File: src/hdl/vbib_pkg.sv
// ----------------------------------------------------------------------------
// vbib_pkg
// shared types, widths and register codes for the view box to image box block
// ----------------------------------------------------------------------------
package vbib_pkg;

  localparam int COORD_BITS_DEF = 16;
  localparam int FRAC_BITS_DEF  = 16;

  localparam int VIEW_W  = 16;
  localparam int DIM_W   = 15;
  localparam int COEF_W  = 24;
  localparam int TRANS_W = 32;
  localparam int CFG_W   = 32;
  localparam int IDX_W   = 3;

  // widened corner coordinate: left - 1 up to left + width
  localparam int PIX_W  = VIEW_W + 2;
  localparam int PROD_W = COEF_W + PIX_W;
  localparam int ACC_W  = PROD_W + 2;

  typedef enum logic [IDX_W-1:0] {
    REG_COEF_XX  = 3'd0,
    REG_COEF_XY  = 3'd1,
    REG_COEF_YX  = 3'd2,
    REG_COEF_YY  = 3'd3,
    REG_TRANS_X  = 3'd4,
    REG_TRANS_Y  = 3'd5,
    REG_IMAGE_W  = 3'd6,
    REG_IMAGE_H  = 3'd7
  } reg_idx_e;

  typedef struct packed {
    logic signed [COEF_W-1:0]  coef_xx;
    logic signed [COEF_W-1:0]  coef_xy;
    logic signed [COEF_W-1:0]  coef_yx;
    logic signed [COEF_W-1:0]  coef_yy;
    logic signed [TRANS_W-1:0] trans_x;
    logic signed [TRANS_W-1:0] trans_y;
    logic        [DIM_W-1:0]   image_width;
    logic        [DIM_W-1:0]   image_height;
  } cfg_t;

  typedef struct packed {
    logic signed [VIEW_W-1:0] view_left;
    logic signed [VIEW_W-1:0] view_top;
    logic        [DIM_W-1:0]  view_width;
    logic        [DIM_W-1:0]  view_height;
  } view_box_t;

  typedef struct packed {
    logic             in_range;
    logic [DIM_W-1:0] image_left;
    logic [DIM_W-1:0] image_top;
    logic [DIM_W-1:0] image_box_width;
    logic [DIM_W-1:0] image_box_height;
  } image_box_t;

  localparam logic signed [COEF_W-1:0]  COEF_XX_RST = COEF_W'(65536);
  localparam logic signed [COEF_W-1:0]  COEF_XY_RST = '0;
  localparam logic signed [COEF_W-1:0]  COEF_YX_RST = '0;
  localparam logic signed [COEF_W-1:0]  COEF_YY_RST = COEF_W'(65536);
  localparam logic signed [TRANS_W-1:0] TRANS_RST   = '0;
  localparam logic        [DIM_W-1:0]   IMAGE_RST   = DIM_W'(1024);

endpackage

File: src/hdl/vbib_clip.sv
// ----------------------------------------------------------------------------
// vbib_clip
// min/max over the four corners, then clip to the image
// two register stages, the second is the output register
// ----------------------------------------------------------------------------
module vbib_clip #(
  parameter int COORD_BITS = vbib_pkg::COORD_BITS_DEF
) (
  input  logic                         clk_i,
  input  logic                         rst_ni,
  input  vbib_pkg::cfg_t               cfg_i,
  input  logic                         valid_i,
  output logic                         ready_o,
  input  logic signed [COORD_BITS-1:0] ix_i [4],
  input  logic signed [COORD_BITS-1:0] iy_i [4],
  output logic                         valid_o,
  input  logic                         ready_i,
  output vbib_pkg::image_box_t         box_o
);
  import vbib_pkg::*;

  localparam int CW = ((COORD_BITS > DIM_W + 1) ? COORD_BITS : DIM_W + 1) + 1;

  function automatic logic signed [COORD_BITS-1:0] min2(
    input logic signed [COORD_BITS-1:0] a,
    input logic signed [COORD_BITS-1:0] b
  );
    return (b < a) ? b : a;
  endfunction

  function automatic logic signed [COORD_BITS-1:0] max2(
    input logic signed [COORD_BITS-1:0] a,
    input logic signed [COORD_BITS-1:0] b
  );
    return (b > a) ? b : a;
  endfunction

  logic                         vd_q;
  logic signed [COORD_BITS-1:0] x1_q, x2_q, y1_q, y2_q;

  logic       ve_q;
  image_box_t box_q;
  image_box_t box_d;

  logic rdy_d, rdy_e;

  logic signed [CW-1:0] x1, x2, y1, y2, iw, ih, cx1, cx2, cy1, cy2, bw, bh;
  logic                 hit;

  assign rdy_e   = !ve_q || ready_i;
  assign rdy_d   = !vd_q || rdy_e;
  assign ready_o = rdy_d;
  assign valid_o = ve_q;
  assign box_o   = box_q;

  always_comb begin
    x1  = CW'(x1_q);
    x2  = CW'(x2_q);
    y1  = CW'(y1_q);
    y2  = CW'(y2_q);
    iw  = $signed(CW'(cfg_i.image_width));
    ih  = $signed(CW'(cfg_i.image_height));
    hit = (iw != '0) && (ih != '0) && (x2 >= CW'(0)) && (y2 >= CW'(0))
          && (x1 < iw) && (y1 < ih);
    cx1 = (x1 < CW'(0)) ? '0 : x1;
    cy1 = (y1 < CW'(0)) ? '0 : y1;
    cx2 = (x2 >= iw) ? iw - CW'(1) : x2;
    cy2 = (y2 >= ih) ? ih - CW'(1) : y2;
    bw  = cx2 - cx1 + CW'(1);
    bh  = cy2 - cy1 + CW'(1);
    box_d = '0;
    if (hit) begin
      box_d.in_range         = 1'b1;
      box_d.image_left       = cx1[DIM_W-1:0];
      box_d.image_top        = cy1[DIM_W-1:0];
      box_d.image_box_width  = bw[DIM_W-1:0];
      box_d.image_box_height = bh[DIM_W-1:0];
    end
  end

  always_ff @(posedge clk_i or negedge rst_ni) begin
    if (!rst_ni) begin
      vd_q <= 1'b0;
      ve_q <= 1'b0;
    end else begin
      if (rdy_d) begin
        vd_q <= valid_i;
      end
      if (rdy_e) begin
        ve_q <= vd_q;
      end
    end
  end

  always_ff @(posedge clk_i) begin
    if (rdy_d && valid_i) begin
      x1_q <= min2(min2(ix_i[0], ix_i[1]), min2(ix_i[2], ix_i[3]));
      x2_q <= max2(max2(ix_i[0], ix_i[1]), max2(ix_i[2], ix_i[3]));
      y1_q <= min2(min2(iy_i[0], iy_i[1]), min2(iy_i[2], iy_i[3]));
      y2_q <= max2(max2(iy_i[0], iy_i[1]), max2(iy_i[2], iy_i[3]));
    end
    if (rdy_e && vd_q) begin
      box_q <= box_d;
    end
  end

endmodule

File: config.mk
export PLATFORM = sky130hd
export DESIGN_NAME = vbib_clip
export DESIGN_NICKNAME = d
export VERILOG_FILES = /design/src/hdl/vbib_pkg.sv /design/src/hdl/vbib_clip.sv
export SDC_FILE = /design/constraint.sdc
export NUM_CORES = 1
export LEC_CHECK = 0
export BUFFER_PORTS_ARGS = -buffer_cell sky130_fd_sc_hd__buf_2
export CAP_MARGIN = 15
export CORE_MARGIN = 2
export CORE_UTILIZATION = 25
export CTS_BUF_LIST = sky130_fd_sc_hd__clkbuf_2
export DETAILED_ROUTE_END_ITERATION = 8
export PLACE_DENSITY_LB_ADDON = 0.25
export SYNTH_ARGS = -nofsm -noshare
export SYNTH_HDL_FRONTEND = slang
export SYNTH_SLANG_ARGS = --single-unit
export TNS_END_PERCENT = 30
File: constraint.sdc
create_clock -name clk_i -period 10.35 [get_ports clk_i]
set_clock_uncertainty 0.05 [all_clocks]
set_input_delay 1.035 -clock clk_i [delete_from_list [all_inputs] [get_ports clk_i]]
set_output_delay 1.035 -clock clk_i [all_outputs]
set_load 0.005 [all_outputs]
==> impl_metrics.csv <==
group,metric,value,unit
run_status,status,"completed",
setup_path,crit_chain,"buf_2 > inv_1 > ha_1 > a21o_1 > a21oi_1 > nand2_1 > a221oi_2 > nand3_2 > xor2_2 > a21oi_4 > mux2i_1 > ha_1 > nor2b_1 > o21a_1 > o21a_1 > o21a_1 > o21a_1 > o21a_1 > o2111ai_1 > nand3_1 > mux2i_1",
final_layout,final_layout_size_suffix_gt1_share,18.1,%
clock_network,cts_root_buffer,"clkbuf_2",
synthesis,yosys-mux-area-fraction,9.99,%
synthesis,synth_xor_area_share,3.62,%
clock_network,clk_path_buf_depth,2,
clock_network,post_cts_resized,0,
final_layout,nets,2231,
setup_path,max_stage_delay,0.73,ns
synthesis,synthSimpleGateAreaFrac,14.3,%
power_and_ir_drop,power.internal,1520,µW
synthesis,syn-instance-count,1451,
timing,setup_viol,0,
clock_network,cts.sinks,127,
power_and_ir_drop,seqPwrFrac,28.0,%
drt,drt_iter0_markers,569,
timing,tightest_slew,1.14,ns
drt,vias,10953,
hold_path,hold_depth,2,
clock_network,numCtsBuffers,17,
setup_path,crit_buf_inv,2,
drt,drt_wl_total,39700,µm
synthesis,synthArstFlopShare,1.57,%
timing,finalCriticalPeriod,5.93,ns
setup_path,reg2reg_to,"box_o[14]",
setup_path,arrival,6.40,ns
place,gp_congestion,0.857,
global_routing,grt_max_degree,65,
setup_path,startpoint_type,"primary input",
final_layout,fin_util,29.4,%
synthesis,synth-compound-area-share,14.5,%
power_and_ir_drop,clockPowerShare,9.7,%
place,numPortBuffers,224,
clock_network,cts_setup_buffers,0,
global_routing,grt_usage,14.6,%
setup_path,cp_slowest_cell,"nand3_1",
synthesis,synth_nets,2015,
drt,detail_route.vias_per_cell,4.61,
power_and_ir_drop,combinationalPowerShare,62.3,%
timing,timing.final.crit_share,57.3,%
synthesis,yosys_warnings,0,
synthesis,synth_cell_type_count,69,
floorplanning,num_rows,84,
setup_path,crit_type,"primary input to register",
final_layout,fillCellCount,5578,
power_and_ir_drop,sw_frac_of_total,44.7,%
setup_path,cp_max_fo,16,
clock_network,clkTransAtPathRegs,0.18,ns
synthesis,syn_area_per_cell,9.14,µm²
power_and_ir_drop,ir_drop,0.0000579,V
floorplanning,die_h,234,µm
power_and_ir_drop,powerDensity,179,nW/µm²
setup_path,r2r_cells,19,
clock_network,cts_hold_buf,1,
clock_network,clock_latency,0.77,ns
synthesis,synth_area_leader_cell,"edfxtp_1",
hold_path,worstHoldStart,"valid_i",
hold_path,hp-class,"primary input to register",
final_layout,multiInputGateArea,8710,µm²
synthesis,ys_seq_elements,127,
setup_path,r2r-start,"y2_q[9]",
setup_path,cpLargestDelayFamily,"compound AO/OA/AOI/OAI gates",
floorplanning,chipWidth,234,µm
timing,final_hold_viol_count,0,
synthesis,yosys-top-cells-area,"edfxtp_1, ha_1, mux2i_1",
final_layout,final-seq-area,3800,µm²
drt,drc,0,
timing,finalMaxSlewViolations,0,
place,dpl.hpwl,34300,µm
synthesis,synth_top_family_by_area,"adder cells",
floorplanning,core-area,52400,µm²
global_routing,grt_remaining_overflow,0,
setup_path,endpoint_kind,"register",
timing,rsz0062_at_grt,"no",
floorplanning,start_util,25.3,%
timing,slew_headroom,24.3,%
global_routing,grt_pass1_vias,11076,
synthesis,synth_flop_cell,"edfxtp_1",
setup_path,cp_data_required_time,10.81,ns
clock_network,cts_tree,"done",
setup_path,cpMostUsedCell,"o21a_1",
synthesis,synth_top_area_share,28.3,%
global_routing,antenna_found_initial,10,
timing,max_freq,0.169,GHz
power_and_ir_drop,p_switching,1230,µW
synthesis,synth_adder_area_share,23.0,%
run,drv_cap,0,
synthesis,synth_edf_count,125,
drt,drtAntennaViolNets,0,
hold_path,whs_endpoint,"vd_q",
synthesis,synth_area,13300,µm²
synthesis,seq_area_frac_synth,28.7,%
floorplanning,die_area,54900,µm²
setup_path,rrSetupSlack,4.83,ns
global_routing,grt_pass1_wl,61300,µm
clock_network,cts_htree_levels,4,
timing,fin_setup_tns,0,ns
floorplanning,num_io_pins,385,
drt,routedWlPerCell,16.7,µm
drt,firstDrtPassIters,5,
final_layout,area.growth.synth_to_final,16.2,%
power_and_ir_drop,p_leak,0.00740,µW
## cells in the final DEF (no fill, tap or decap), drive strengths merged, types with 8 or more instances in the layout
| cell type | count |
|---|---|
| a21o | 41 |
| a21oi | 126 |
| a31oi | 19 |
| buf | 235 |
| clkbuf | 18 |
| edfxtp | 125 |
| ha | 240 |
| inv | 159 |
| mux2 | 15 |
| mux2i | 115 |
| nand2 | 58 |
| nand2b | 37 |
| nand3 | 20 |
| nand4 | 26 |
| nor2 | 163 |
| nor2b | 26 |
| nor3 | 26 |
| nor4 | 9 |
| o211ai | 8 |
| o21a | 20 |
| o21ai | 50 |
| xnor2 | 35 |
| xor2 | 19 |
## worst max path at each step
stage	cells after the start	to	startpoint	slack, ns
CTS	21	y2_q[8]	iy_i[54]	4.55
finish	21	y2_q[8]	iy_i[54]	4.42
detailed placement	21	y2_q[8]	iy_i[54]	3.68
global placement	21	x2_q[10]	ix_i[63]	3.72
global route	23	y2_q[8]	iy_i[31]	4.11
floorplan	23	y2_q[10]	iy_i[31]	4.83
## cell usage after synthesis, types with 2 or more instances
library cell  count
ha_1            240
nor2_1          162
inv_1           159
edfxtp_1        125
a21oi_1         124
mux2i_1         114
nand2_1          58
o21ai_0          48
a21o_1           41
nand2b_1         37
xnor2_1          35
nand4_1          26
nor2b_1          26
nor3_1           24
clkbuf_1         20
o21a_1           20
a31oi_1          19
nand3_1          19
xor2_1           18
mux2_2           15
buf_2            12
nor4_1            9
a211oi_1          7
o211ai_1          7
a21boi_0          5
and2_1            5
or4_1             5
and3_1            4
nor3b_1           4
o2111ai_1         4
a2111oi_0         3
a31o_2            3
buf_4             3
o31ai_1           3
o41ai_1           3
or2_2             3
and4_1            2
buf_1             2
buf_6             2
dfrtp_1           2
fa_1              2
nand4b_1          2
nor3_2            2
o21bai_1          2
## per-stage QoR
step / area [µm²] / hold slack, ns / worst slack (ns) / total power [µW] / std cells
after CTS: 15400 / 0.256 / 4.55 / 2800 / 2366
after floorplan: 13300 / 0.399 / 4.83 / 2020 / 1451
after detailed placement: 15200 / 0.422 / 3.68 / 2510 / 2334
final: 15400 / 0.419 / 4.42 / 2750 / 2374
after global placement: 15200 / 0.412 / 3.72 / 2490 / 2333
after global routing: 15400 / 0.257 / 4.11 / 3060 / 2372
## cell type report
cell class | count | share of cell area [%]
Multi-Input combinational cell | 1126 | 56.5
Sequential cell | 127 | 24.7
Timing Repair Buffer | 236 | 7.93
Tap cell | 688 | 5.59
Inverter | 159 | 3.88
Clock inverter | 13 | 0.650
Clock buffer | 18 | 0.585
Antenna cell | 7 | 0.114
## power groups by stage
stage          Sequential (µW)  Clock [µW]  Combinational [µW]
2_1_floorplan              759           0                1260
3_3_place_gp               787           0                1700
3_5_place_dp               786           0                1720
4_1_cts                    773         290                1740
5_1_grt                    783         310                1960
6_report                   772         267                1720
## kinds of logic after synthesis
logic type / after synthesis
XOR/XNOR: 54
multiplexers: 130
AND/OR/NAND/NOR: 393
buffers and inverters: 198
AO/OA/AOI/OAI: 307
adder cells (fa/ha/maj): 242
flip-flops: 127
## layer usage
| metal | vias up | share of wire [%] | track usage [%] | wire length, µm |
|---|---|---|---|---|
| met4 | 6 | 2.0 | 4.43 | 786 |
| li1 | 5674 | - | - | - |
| met2 | 205 | 42 | 21.9 | 16600 |
| met1 | 5020 | 52 | 21.2 | 20600 |
| met5 | - | 0.11 | 0 | 42 |
| met3 | 48 | 4.1 | 2.42 | 1620 |
## sequential cells by signal, summed over array words and instances (netlist names)
signal	count
box_o	61
x2_q	16
x1_q	16
valid_o	1
y2_q	16
y1_q	16
vd_q	1
Power figures use the tool's default switching activity.
